[config.mk]
export PLATFORM = sky130hd
export DESIGN_NAME = vrp_ctrl
export DESIGN_NICKNAME = d
export VERILOG_FILES = /design/src/rtl/vrp_pkg.sv /design/src/rtl/vrp_ctrl.sv
export SDC_FILE = /design/constraint.sdc
export NUM_CORES = 1
export LEC_CHECK = 0
export BUFFER_PORTS_ARGS = -buffer_cell sky130_fd_sc_hd__buf_2
export CAP_MARGIN = 20
export CELL_PAD_IN_SITES_DETAIL_PLACEMENT = 1
export CELL_PAD_IN_SITES_GLOBAL_PLACEMENT = 2
export CORE_MARGIN = 5
export CORE_UTILIZATION = 30
export DETAILED_ROUTE_END_ITERATION = 16
export PLACE_DENSITY = 0.86
export SLEW_MARGIN = 20
export SYNTH_ARGS = -nofsm -noshare
export SYNTH_HDL_FRONTEND = slang
export SYNTH_SLANG_ARGS = --single-unit
export TNS_END_PERCENT = 30
[constraint.sdc]
create_clock -name aclk -period 3.6 [get_ports aclk]
set_input_delay 0.54 -clock aclk [delete_from_list [all_inputs] [get_ports aclk]]
set_output_delay 0.54 -clock aclk [all_outputs]
set_load 0.02 [all_outputs]
[src/rtl/vrp_pkg.sv]
// ----------------------------------------------------------------------------
// vrp_pkg
// Shared widths, constants, register indexes and the command and status
// words that join the voxel ray picker's controller and datapath.
// ----------------------------------------------------------------------------
package vrp_pkg;

    // Grid geometry and number format.
    localparam int GRID_EDGE       = 32;
    localparam int CW              = $clog2(GRID_EDGE);
    localparam int AW              = 3 * CW;
    localparam int FRAC_BITS       = 16;
    localparam int MAX_SAMPLES_DEF = 500;
    localparam int DIR_EPS         = (1 << FRAC_BITS) / 10000;
    localparam int HALF_STEP       = 1 << (FRAC_BITS - 1);

    // Field widths.
    localparam int MAT_W   = 8;
    localparam int POS_W   = 32;
    localparam int DIR_W   = 18;
    localparam int SIZE_W  = 6;
    localparam int SCALE_W = 31;
    localparam int DIST_W  = 31;

    // Derived datapath widths.
    localparam int EXT_W      = SIZE_W + SCALE_W;          // size * scale
    localparam int BND_W      = EXT_W + 2;                 // doubled box bounds
    localparam int DIV_NUM_W  = BND_W - 1 + FRAC_BITS;     // slab numerator magnitude
    localparam int DIV_DEN_W  = SCALE_W + 1;               // twice the voxel scale
    localparam int DIV_SH_W   = DIR_W + DIV_NUM_W - 1;     // aligned divisor
    localparam int DIV_CNT_W  = $clog2(DIV_NUM_W + 1);
    localparam int SLAB_ITERS = DIV_NUM_W;
    localparam int CELL_ITERS = CW;
    localparam int T_W        = DIV_NUM_W + 2;             // signed ray parameter
    localparam int SAMP_T_W   = 32;
    localparam int PROD_W     = DIR_W + SAMP_T_W + 1;
    localparam int N_W        = BND_W + 1;

    localparam logic signed [T_W-1:0] T_INF = {2'b00, {(T_W-2){1'b1}}};

    // Stream words.
    localparam int IN_DATA_W  = 176;
    localparam int OUT_DATA_W = 32;

    // Configuration port.
    localparam int CFG_IDX_W  = 3;
    localparam int CFG_DATA_W = 32;

    localparam logic [CFG_IDX_W-1:0] REG_SIZE_X   = 3'd0;
    localparam logic [CFG_IDX_W-1:0] REG_SIZE_Y   = 3'd1;
    localparam logic [CFG_IDX_W-1:0] REG_SIZE_Z   = 3'd2;
    localparam logic [CFG_IDX_W-1:0] REG_CENTER_X = 3'd3;
    localparam logic [CFG_IDX_W-1:0] REG_CENTER_Y = 3'd4;
    localparam logic [CFG_IDX_W-1:0] REG_CENTER_Z = 3'd5;
    localparam logic [CFG_IDX_W-1:0] REG_SCALE    = 3'd6;
    localparam logic [CFG_IDX_W-1:0] REG_MAX_DIST = 3'd7;

    // Divider operand selection.
    typedef enum logic [1:0] {
        DIV_LO   = 2'd0,
        DIV_HI   = 2'd1,
        DIV_CELL = 2'd2
    } div_sel_t;

    // Commands from the controller to the datapath.
    typedef struct packed {
        logic     clr_step;
        logic     wr_voxel;
        logic     load_ray;
        logic     calc_bounds;
        logic     axis_clear;
        logic     axis_next;
        logic     div_start;
        div_sel_t div_sel;
        logic     cap_lo;
        logic     upd_slab;
        logic     init_samp;
        logic     mul;
        logic     ncalc;
        logic     cap_cell;
        logic     read_mem;
        logic     advance;
        logic     keep_prev;
        logic     set_hit;
        logic     out_load;
    } vrp_cmd_t;

    // Status from the datapath to the controller.
    typedef struct packed {
        logic clr_done;
        logic dir_small;
        logic par_out;
        logic axis_last;
        logic div_done;
        logic slab_miss;
        logic samp_end;
        logic lane_inb;
        logic mem_nonzero;
        logic out_free;
    } vrp_status_t;

endpackage

[src/rtl/vrp_ctrl.sv]
// ----------------------------------------------------------------------------
// vrp_ctrl
// Sequencer of the voxel ray picker: clearing pass, voxel writes, slab
// clipping per axis, and the sample loop with its memory lookups.
// ----------------------------------------------------------------------------
module vrp_ctrl
    import vrp_pkg::*;
(
    input  logic        aclk,
    input  logic        aresetn,
    input  logic        s_valid,
    input  logic        s_cast,
    output logic        s_ready,
    input  vrp_status_t status,
    output vrp_cmd_t    cmd
);

    typedef enum logic [13:0] {
        ST_CLEAR = 14'b00000000000001,
        ST_IDLE  = 14'b00000000000010,
        ST_BOUND = 14'b00000000000100,
        ST_AXIS  = 14'b00000000001000,
        ST_DLO   = 14'b00000000010000,
        ST_DHI   = 14'b00000000100000,
        ST_CHECK = 14'b00000001000000,
        ST_SAMP  = 14'b00000010000000,
        ST_NCALC = 14'b00000100000000,
        ST_CELL  = 14'b00001000000000,
        ST_CDIV  = 14'b00010000000000,
        ST_READ  = 14'b00100000000000,
        ST_TEST  = 14'b01000000000000,
        ST_FIN   = 14'b10000000000000
    } state_t;

    state_t state_reg;
    state_t state_next;

    assign s_ready = (state_reg == ST_IDLE);

    // Next state and commands.
    always_comb begin
        state_next = state_reg;
        cmd        = '0;
        cmd.div_sel = DIV_LO;
        case (state_reg)
            ST_CLEAR: begin
                if (status.clr_done) begin
                    state_next = ST_IDLE;
                end else begin
                    cmd.clr_step = 1'b1;
                end
            end
            ST_IDLE: begin
                if (s_valid && !s_cast) begin
                    cmd.wr_voxel = 1'b1;
                end else if (s_valid) begin
                    cmd.load_ray = 1'b1;
                    state_next   = ST_BOUND;
                end
            end
            ST_BOUND: begin
                cmd.calc_bounds = 1'b1;
                cmd.axis_clear  = 1'b1;
                state_next      = ST_AXIS;
            end
            ST_AXIS: begin
                if (!status.dir_small) begin
                    cmd.div_start = 1'b1;
                    state_next    = ST_DLO;
                end else if (status.par_out) begin
                    state_next = ST_FIN;
                end else if (status.axis_last) begin
                    state_next = ST_CHECK;
                end else begin
                    cmd.axis_next = 1'b1;
                end
            end
            ST_DLO: begin
                if (status.div_done) begin
                    cmd.cap_lo    = 1'b1;
                    cmd.div_start = 1'b1;
                    cmd.div_sel   = DIV_HI;
                    state_next    = ST_DHI;
                end
            end
            ST_DHI: begin
                cmd.div_sel = DIV_HI;
                if (status.div_done) begin
                    cmd.upd_slab = 1'b1;
                    if (status.axis_last) begin
                        state_next = ST_CHECK;
                    end else begin
                        cmd.axis_next = 1'b1;
                        state_next    = ST_AXIS;
                    end
                end
            end
            ST_CHECK: begin
                if (status.slab_miss) begin
                    state_next = ST_FIN;
                end else begin
                    cmd.init_samp = 1'b1;
                    state_next    = ST_SAMP;
                end
            end
            ST_SAMP: begin
                if (status.samp_end) begin
                    state_next = ST_FIN;
                end else begin
                    cmd.mul    = 1'b1;
                    state_next = ST_NCALC;
                end
            end
            ST_NCALC: begin
                cmd.ncalc      = 1'b1;
                cmd.axis_clear = 1'b1;
                state_next     = ST_CELL;
            end
            ST_CELL: begin
                cmd.div_sel = DIV_CELL;
                if (status.lane_inb) begin
                    cmd.div_start = 1'b1;
                    state_next    = ST_CDIV;
                end else begin
                    // Out of the grid: step on, keep the last empty cell.
                    cmd.advance = 1'b1;
                    state_next  = ST_SAMP;
                end
            end
            ST_CDIV: begin
                cmd.div_sel = DIV_CELL;
                if (status.div_done) begin
                    cmd.cap_cell = 1'b1;
                    if (status.axis_last) begin
                        state_next = ST_READ;
                    end else begin
                        cmd.axis_next = 1'b1;
                        state_next    = ST_CELL;
                    end
                end
            end
            ST_READ: begin
                cmd.read_mem = 1'b1;
                state_next   = ST_TEST;
            end
            ST_TEST: begin
                if (status.mem_nonzero) begin
                    cmd.set_hit = 1'b1;
                    state_next  = ST_FIN;
                end else begin
                    cmd.advance   = 1'b1;
                    cmd.keep_prev = 1'b1;
                    state_next    = ST_SAMP;
                end
            end
            ST_FIN: begin
                if (status.out_free) begin
                    cmd.out_load = 1'b1;
                    state_next   = ST_IDLE;
                end
            end
            default: begin
                state_next = ST_CLEAR;
            end
        endcase
    end

    always_ff @(posedge aclk) begin
        if (!aresetn) begin
            state_reg <= ST_CLEAR;
        end else begin
            state_reg <= state_next;
        end
    end

endmodule

* Word-level counts from Yosys, hierarchy flattened
Cells that the tools add are included.
** Cells by class
- Equal/unequal tests :: 22
- Mux-type cells :: 52
- Reductions and logical operators :: 6
** Operators with widths (number)
- $pmux W14 S14 :: 1
- $mux W14 :: 13
- $mux W1 :: 27
- $eq A14 B1 Y1 const B :: 1
- $eq A14 B10 Y1 const B :: 1
- $eq A14 B11 Y1 const B :: 1
- $eq A14 B12 Y1 const B :: 1
- $eq A14 B13 Y1 const B :: 1
- $eq A14 B14 Y1 const B :: 1
- $eq A14 B2 Y1 const B :: 1
- $eq A14 B3 Y1 const B :: 1
- $eq A14 B4 Y1 const B :: 1
- $eq A14 B5 Y1 const B :: 1
- $eq A14 B6 Y1 const B :: 1
- $eq A14 B7 Y1 const B :: 1
- $eq A14 B8 Y1 const B :: 1
- $eq A14 B9 Y1 const B :: 1
- $ne A2 B2 Y1 const B :: 7
- $mux W12 :: 1
- $mux W11 :: 1
- $reduce_and A8 Y1 :: 1
- $mux W7 :: 1
- $mux W2 :: 3
- $pmux W2 S3 :: 1
- other kinds (7) :: 10
** Word-level totals
- Register bits :: 14
- Input bits :: 14
- Output and inout bits :: 21
- Logic and storage cells :: 81

* Longest topological paths before layout
Gate-level depths: netlist (run 1).
- Depth after elaboration :: 4
- Mapped depth :: 7
- Gate-level depth less buffers :: 5

* Worst setup path before layout (run 1)
Ideal clock, no wire load.
- Kind :: register -> output
- Start :: register state_reg[4]
- End :: output cmd[18] (netlist bit)
- Arrival time :: 1.987 ns
- Required time :: 3.060 ns
- Setup slack :: 1.073 ns
- Stages on the path, launching flop included :: 8
- Path buffers :: 2
- Cells stage by stage :: dfxtp_1 -> buf_2 -> or4_1 -> buf_2 -> nor3_2 -> and2_1 -> nand2_1 -> nor2_1
** RTL lines
- start: declaration :: RTL line vrp_ctrl.sv:35 : state_t state_reg;
- start signal: assignment :: RTL line vrp_ctrl.sv:172 : state_reg <= state_next;
- end: declaration :: RTL line vrp_ctrl.sv:15 : output vrp_cmd_t cmd

==> results.toml, run 1 <==
[outcome]
outcome = "complete, no violations"

[clock_network]
postCtsHoldBufs = 0
cts_buffers = 3
tritoncts = "built"
htree_levels = 1
cts_max_path_buffers = 2
clk_pin_slew_ns = 0.06
post_cts_buffers = 0
clock_latency_ns = 0.25
clock_sinks = 14
cts_resized = 0
root_buffer = "clkbuf_8"

[yosys]
avgSynthCellArea_sq_um = 7.62
ys_warn_count = 0
synth_top_family_by_area = "simple AND/OR/NAND/NOR gates"
async_flop_share_pct = 0
postSynthCellCount = 149
synth-simple-area-share_pct = 48.6
synth_cell_types = 43
synthAdderAreaFrac_pct = 0
ys_seq_elements = 14
synth_xor_area_share_pct = 2.31
synth_nets = 163
netlist_area_sq_um = 1140
ys_seq_area_share_pct = 24.7
synth_ff_type = "dfxtp_1"
synth-compound-area-share_pct = 19.8
synth_edf_count = 0
muxShareOfSynthArea_pct = 0

[final_layout]
multi_input_area_sq_um = 803
antenna_cells = 0
fill_cells = 471
drive_above_1_share_pct = 27.6
fin_area_sq_um = 1400
syn2layout_area_growth_pct = 22.8
nNetsFinal = 196
register_area_sq_um = 280
final_cells = 229
largest_reg_flops = 14

[sta]
finClkSkew_ns = 0.00332
fin_crit_ns = 2.84
finalCritPeriodShare_pct = 78.8
final-max-slew-violation-count = 0
worst_slew_pin_slew_ns = 0.846
rsz0062_at_grt = "false"
slew_headroom_pct = 42.8
setup_viol = 0
finalHoldViolations = 0
fin_ws_ns = 0.764
tns_ns = 0
max_freq_mhz = 353

[floorplanning]
core_area_sq_um = 3660
die_height_um = 71.5
initial_utilization_pct = 31.0
num_rows = 22
dieArea_sq_um = 5120
die_x_um = 71.5
io_pins = 35

[critical_path]
worstPathArrival_ns = 2.30
startpoint_type = "register"
cp_max_fo = 7
critPathRequiredTime_ns = 3.06
path_class = "register to output port"
worst_setup_path_end_kind = "output port"

[worst_hold_path]
hold_class = "register to register"

[global_routing]
grt_pass1_wl_mm = 6.76
grt_pass1_vias = 1363
grt_max_degree = 11
grt-ovfl-total = 0
grtUsageTotal_pct = 16.4
antenna_found_initial = 0

[pwr]
p_int_uw = 337
p_switching_uw = 201
p_seq_share_pct = 34.1
combinationalPowerShare_pct = 36.5
leakagePower_uw = 0.000621
power_frac_clock_pct = 29.4
pwr_density_cell_nw_per_um2 = 386
fin_total_pwr_uw = 538
switching_share_pct = 37.3
vdd.ir_drop.worst_mv = 0.186

[route]
wl_per_cell_um = 17.5
dr.pass1.iters = 4
vias = 1322
drt-initial-drc-count = 63
wl_mm = 4.02
drc_errors = 0
vias_per_cell = 5.77
ant_nets = 0

[placed_design]
post-place-ws_ns = 0.997
dp_hpwl_mm = 3.30
place_congestion = 0.821
port_buffers = 34
placed_cell_area_sq_um = 1340
dp.cells = 225

[job]
cap_violations = 0
[cell type report]
| class | count | share of cell area, % |
|---|---|---|
| multi-input cells | 122 | 57.6 |
| flip-flops and latches | 14 | 20.1 |
| repair buffers | 34 | 12.2 |
| well taps | 48 | 4.30 |
| clock buffers | 4 | 3.95 |
| inverters | 7 | 1.88 |
[power groups by stage]
| stage | logic [uW] | clock network [uW] | registers [uW] |
|---|---|---|---|
| 5_1_grt | 213 | 171 | 185 |
| 6_report | 196 | 158 | 184 |
| 2_1_floorplan | 140 | 0 | 183 |
| 3_5_place_dp | 194 | 0 | 187 |
| 4_1_cts | 196 | 163 | 184 |
| 3_3_place_gp | 194 | 0 | 185 |
[worst max-delay path: stages, from the launching register on]
cell	delay [ns]
dfxtp_1	0.44
nor4b_1	0.73
nand3_1	0.25
nor2_2	0.32
a31o_1	0.15
buf_2	0.16
[final timing paths]
kind | start | to | cells after the start | slack (ns)
hold / removal | state_reg[1] | state_reg[1] | 2 | 0.59
setup reg to reg | state_reg[3] | state_reg[8] | 5 | 1.37
setup / recovery | state_reg[3] | cmd[14] | 5 | 0.76
hold reg to reg | state_reg[1] | state_reg[1] | 2 | 0.59
[layout by cell type (no fill, tap or decap), drive strengths merged]
cell	Yosys	layout
a31o	1	1
inv	7	7
o21ai	1	1
nand2b	2	2
nor4b	5	5
o21a	3	3
nand4	7	7
buf	3	34
o22a	2	2
o31ai	4	4
or4b	3	3
a2bb2oi	1	1
o22ai	2	2
a211o	1	1
and3	2	2
clkbuf	3	4
a21oi	7	7
nor3b	3	3
o32ai	1	1
nand3	10	10
dfxtp	14	14
xor2	3	3
nor4	8	8
a221oi	1	1
o211ai	2	2
o41ai	1	1
or2	3	3
a31oi	3	3
and2	5	5
nor2	17	17
nand2	10	10
or4	3	3
nand3b	2	2
nor3	8	8
or3	1	1
[routing by layer]
layer | routed length [um] | vias to the layer above | global-route usage, % | share of wire [%]
met3 | 347 | 5 | 4.07 | 8.6
met2 | 1960 | 45 | 27.8 | 49
met1 | 1670 | 637 | 20.8 | 41
li1 | - | 635 | - | -
met5 | 0 | - | 0 | 0
met4 | 37 | 0 | 3.76 | 0.92
[per-stage QoR]
stage | utilization [%] | hold slack (ns)
floorplan | - | 0.523
global placement | 36.6 | 0.560
detailed placement | 36.6 | 0.586
CTS | 38.1 | 0.596
global route | 38.1 | 0.638
finish | 38.1 | 0.588
[synth_stat cells, types with 2 or more instances]
library cell | instances | area share, %
nand4_1 | 7 | 3.9
nor4_2 | 4 | 4.4
nand3b_1 | 2 | 1.3
inv_1 | 7 | 2.3
nor3_1 | 7 | 3.1
nand2b_1 | 2 | 1.1
xor2_1 | 3 | 2.3
nand2_1 | 10 | 3.3
nor4_1 | 3 | 1.7
or4b_1 | 3 | 2.6
o21a_1 | 3 | 2.0
nor3b_1 | 3 | 2.0
o211ai_1 | 2 | 1.3
o22a_1 | 2 | 1.5
a21oi_1 | 6 | 2.6
nand3_1 | 10 | 4.4
or2_1 | 2 | 1.1
a31oi_1 | 3 | 1.7
nor4b_1 | 5 | 3.9
buf_2 | 3 | 1.3
o31ai_1 | 4 | 2.6
nor2_1 | 16 | 5.3
clkbuf_1 | 3 | 0.99
and2_1 | 5 | 2.8
dfxtp_1 | 14 | 25
and3_1 | 2 | 1.1
or4_1 | 2 | 1.3
[cells by family (layout without fill, tap and decap cells)]
| group | Yosys count | after routing |
|---|---|---|
| simple gates | 89 | 89 |
| xor+xnor | 3 | 3 |
| buf+inv | 13 | 45 |
| compound gates | 30 | 30 |
| flops | 14 | 14 |
Note: power is estimated with default switching activity, not from simulation.
==> run 2, diff against run 1 <==
- ABC_AREA: unset -> 1
- CORE_UTILIZATION: 30 -> 23
- PLACE_DENSITY: 0.86 -> 0.76
- clock period: 3.6 -> 2.4 ns (I/O delays scaled with it)
==> run 2 against run 1 <==
Utilization fell by 8.8 points. Critical endpoint is now cmd[13]. Synthesized cell count rose by 37%. Flip-flop and latch count did not move. First-iteration DRC count fell by 27%. Setup slack got worse by 0.48 ns. Die area rose by 33%. Clock skew rose by 0.0024 ns. Sequential share of layout area fell by 1.4 points. Non-clock buffer count did not move. Critical path depth rose by 3.
==> results.toml, run 2 <==
[clock_network]
htree_levels = 1
clock_sinks = 14
tritoncts = "built"
clock_latency_ns = 0.25
post_cts_buffers = 0
root_buffer = "clkbuf_8"
postCtsHoldBufs = 0
cts_max_path_buffers = 2
cts_resized = 0
clk_pin_slew_ns = 0.06
cts_buffers = 3

[pwr]
vdd.ir_drop.worst_mv = 0.209
pwr_density_cell_nw_per_um2 = 853
leakagePower_uw = 0.000930

[global_routing]
grt_max_degree = 18
grt_pass1_vias = 1343
antenna_found_initial = 0
grtUsageTotal_pct = 12.4
grt_pass1_wl_mm = 6.40
grt-ovfl-total = 0

[yosys]
avgSynthCellArea_sq_um = 5.95
ys_warn_count = 0
netlist_area_sq_um = 1210
yosys-top-cells-area = "dfxtp_1 (23%), nor2_1 (14%), nand2_1 (13%), inv_1 (12%), nand3_1 (8.2%)"
yosys.area.top_type_share_pct = 23.1
synth_ff_type = "dfxtp_1"
yosysMostFrequentCell = "nor2_1"
ys_seq_elements = 14
async_flop_share_pct = 0
synth_nets = 218
postSynthCellCount = 204
synth_area_leader_cell = "dfxtp_1"
synth_cell_types = 22
synth_edf_count = 0
ys_seq_area_share_pct = 23.1
synth_common_cells = "nor2_1 (44), nand2_1 (42), inv_1 (38)"

[final_layout]
fill_cells = 700
syn2layout_area_growth_pct = 23.3
largest_reg_flops = 14
final_util_pct = 29.3
multi_input_area_sq_um = 761
fin_area_sq_um = 1500
nNetsFinal = 255
antenna_cells = 0
layout_common_cells = "nor2_1 (44), nand2_1 (42), inv_1 (38), buf_2 (34), nand3_1 (20)"
final_common_cell = "nor2_1"
drive_above_1_share_pct = 28.9
register_area_sq_um = 280

[route]
drt-initial-drc-count = 46
vias_per_cell = 4.26
dr.pass1.iters = 4
ant_nets = 0
wl_per_cell_um = 12.5
drc_errors = 0
vias = 1316
wl_mm = 3.87

[floorplanning]
die_x_um = 82.6
dieArea_sq_um = 6830
core_area_sq_um = 5110
io_pins = 35
die_height_um = 82.6
initial_utilization_pct = 23.8
num_rows = 26

[critical_path]
critPathRequiredTime_ns = 2.04
worstPathArrival_ns = 1.76
path_class = "register to output port"
startpoint_type = "register"
cp_max_fo = 17
worst_setup_path_end_kind = "output port"

[sta]
slew_headroom_pct = 79.1
worst_slew_pin_slew_ns = 0.313
finalCritPeriodShare_pct = 88.3
fin_crit_ns = 2.12
tns_ns = 0
final-max-slew-violation-count = 0
rsz0062_at_grt = "false"
finClkSkew_ns = 0.00571
setup_viol = 0
max_freq_mhz = 472
finalHoldViolations = 0

[job]
cap_violations = 0

[placed_design]
dp_hpwl_mm = 3.28
port_buffers = 34
place_congestion = 0.748
placed_cell_area_sq_um = 1460

[outcome]
outcome = "complete, no violations"

[worst_hold_path]
hold_class = "input port to register"
run 2: cell type report:
class,instances,area share (%)
clock buffers,3,2.76
multi-input cells,147,50.8
well taps,70,5.85
inverters,41,10.5
repair buffers,34,11.4
flip-flops and latches,14,18.7
run 2: cell families after synthesis:
kind of cell / after synthesis / synth area share (%)
simple gates: 139 / 59.1
flops: 14 / 23.1
compound gates: 8 / 3.61
buf+inv: 43 / 14.2
run 2: where the power goes:
part / total [uW] / internal (uW) / switching [uW] / leakage [uW]
logic: 761 / 227 / 533 / 0.000794
clock network: 198 / 111 / 87.1 / 0.0000216
registers: 318 / 276 / 41.9 / 0.000114
total: 1280 / 615 / 662 / 0.000930
run 2: through the flow:
step / hold slack, ns / power [uW] / setup slack (ns) / std cells
6_report: 0.395 / 1280 / 0.281 / 309
4_1_cts: 0.395 / 1300 / 0.248 / 309
2_1_floorplan: 0.473 / 915 / 0.519 / 204
3_5_place_dp: 0.504 / 1100 / 0.531 / 306
5_1_grt: 0.413 / 1400 / 0.0777 / 309
3_3_place_gp: 0.503 / 1090 / 0.525 / 306
run 2: critical path, cell delays in order (launching register included):
cell and delay, ns:
dfxtp_1 0.32, nor2_1 0.22, inv_2 0.10, nor2_8 0.25
nand2_1 0.15, nor2_1 0.15, inv_1 0.07, nand3_1 0.07
buf_2 0.17
run 2: routing by layer:
| metal | vias up | track usage (%) | part of all wire [%] |
|---|---|---|---|
| met5 | - | 0 | 0 |
| met4 | 0 | 3.43 | 0.57 |
| met3 | 2 | 1.41 | 4.5 |
| met2 | 31 | 19.6 | 43 |
| met1 | 600 | 17.8 | 52 |
| li1 | 683 | - | - |
run 2: worst paths after layout:
check | start | slack [ns] | cells after the start | endpoint
worst max-delay path | state_reg[13] | 0.28 | 8 | cmd[13]
worst min-delay path | status[3] | 0.39 | 4 | state_reg[8]
worst max register to register | state_reg[13] | 0.69 | 10 | state_reg[4]
worst min register to register | state_reg[10] | 0.52 | 2 | state_reg[10]
==> run 3, diff against run 2 <==
- ABC_AREA: 1 -> 0
- CORE_UTILIZATION: 23 -> 25
- PLACE_DENSITY: 0.76 -> 0.77
==> run 3 against run 2 <==
The run now ends with negative setup slack left. Sequential power is 14% lower. Combinational power is 48% lower. Global-route usage is 3.3 points higher. Utilization is 8.8 points higher. Wire length is 24% higher. Register-to-register slack worse by 0.43 ns. Fmax is 14% lower. Total power is 28% lower.
==> results.toml, run 3 (synthesized netlist as in run 1, its figures left out) <==
[sta]
setup_viol = 1
final-max-slew-violation-count = 0
max_freq_mhz = 407
finalHoldViolations = 0
slew_headroom_pct = 57.5
fin_ws_ns = -0.0569
fin_crit_ns = 2.46
finClkSkew_ns = 0.00445
worst_slew_pin_slew_ns = 0.629
rsz0062_at_grt = "true"
tns_ns = -0.0569
hold_ws_ns = 0.431
finalCritPeriodShare_pct = 102

[clock_network]
root_buffer = "clkbuf_8"
postCtsHoldBufs = 0
htree_levels = 1
cts_max_path_buffers = 2
clk_pin_slew_ns = 0.06
cts_buffers = 3
tritoncts = "built"
clock_sinks = 14
clock_latency_ns = 0.26

[route]
vias = 1428
wl_mm = 4.79
dr.pass1.iters = 6
vias_per_cell = 5.58
wl_per_cell_um = 18.7
drt-initial-drc-count = 62
ant_nets = 0
drc_errors = 0

[final_layout]
layout_common_cells = "buf_2 (33), buf_4 (22), nor2_1 (14), dfxtp_1 (13), nand2_1 (10)"
antenna_cells = 0
nNetsFinal = 219
final_cells = 256
final_common_cell = "buf_2"
syn2layout_area_growth_pct = 47.0
largest_reg_flops = 14
final_util_pct = 38.1
drive_above_1_share_pct = 42.6

[floorplanning]
num_rows = 24
io_pins = 35
dieArea_sq_um = 5990
die_height_um = 77.4
initial_utilization_pct = 25.9
core_area_sq_um = 4380
die_x_um = 77.4

[critical_path]
setup.worst_path.end = "cmd[14]"
startpoint_type = "register"
reg2reg_from = "state_reg[12]"
cp_max_fo = 5
reg2reg_to = "state_reg[0]"
reg2reg_slack_ns = 0.26
crit_start = "state_reg[12]"
critPathRequiredTime_ns = 2.04
crit_slowest_cell = "or4_4"
cp_common_cell = "buf_6"
cp_cell_sequence = "buf_6, or4_4, nor3_4, nand3_4, nand2_1, a31o_1, buf_6"
rr_worst_depth = 6
cp_top_family = "simple AND/OR/NAND/NOR gates"
worst_setup_path_end_kind = "output port"
path_class = "register to output port"
worstPathArrival_ns = 2.10
critical_path_buf_inv_count = 2
worst-path-stages = 7
max_stage_delay_ns = 0.60

[pwr]
leakagePower_uw = 0.000765
pwr_density_cell_nw_per_um2 = 549
vdd.ir_drop.worst_mv = 0.281

[global_routing]
grt_pass1_vias = 1531
grt_max_degree = 10
grtUsageTotal_pct = 15.7
grt_pass1_wl_mm = 7.62
antenna_found_initial = 0
grt-ovfl-total = 0

[outcome]
outcome = "finished, violations left"
violations = "negative setup slack"

[placed_design]
dp_hpwl_mm = 3.63
place_congestion = 0.851
post-place-ws_ns = 0.0303
port_buffers = 34
dp.cells = 246

[worst_hold_path]
hold_class = "input port to register"

[job]
cap_violations = 0
-- run 3: worst reg2reg max path, cell delays in order (launching register included) --
cell	delay [ns]
dfxtp_2	0.33
buf_6	0.12
or4_4	0.60
or3_1	0.39
a21oi_2	0.20
nor3_1	0.10
a211o_1	0.30
-- run 3: timing repair --
item | CTS | global route
endpoints found under the setup margin | 13 | 24
pin swaps | 1 | 6
setup buffers | 0 | 6
resized for setup | 9 | 12
-- run 3: per-stage QoR --
stage	total power (uW)	instance area, sq um
after floorplan	484	1140
final	917	1670
after CTS	859	1570
after global placement	602	1470
after detailed placement	605	1470
after global routing	960	1670
-- run 3: layer usage --
metal	wire, um	global-route usage (%)	part of all wire, %	vias up
li1	-	-	-	681
met1	2110	18.9	44	712
met2	2440	27.4	51	28
met3	168	3.13	3.5	7
met4	70	6.01	1.5	0
met5	0	0	0	-
-- run 3: report_power, final --
part / internal, uW / switching [uW]
combinational: 175 / 222
sequential: 247 / 27.0
clock: 146 / 99.7
-- run 3: final cells by class --
cell class / count / area [sq um]
fillers: 558 / 2710
multi-input cells: 122 / 890
repair buffers: 57 / 353
flip-flops and latches: 14 / 282
well taps: 52 / 65.1
clock buffers: 4 / 55.1
inverters: 7 / 26.3
-- run 3: worst min path at each step --
stage | startpoint | endpoint | slack, ns | depth (start not counted)
5_1_grt | status[3] | state_reg[8] | 0.44 | 3
4_1_cts | status[3] | state_reg[8] | 0.42 | 3
3_5_place_dp | state_reg[10] | state_reg[10] | 0.65 | 3
2_1_floorplan | status[6] | state_reg[11] | 0.52 | 2
3_3_place_gp | state_reg[4] | state_reg[4] | 0.64 | 3
6_report | status[3] | state_reg[8] | 0.43 | 3
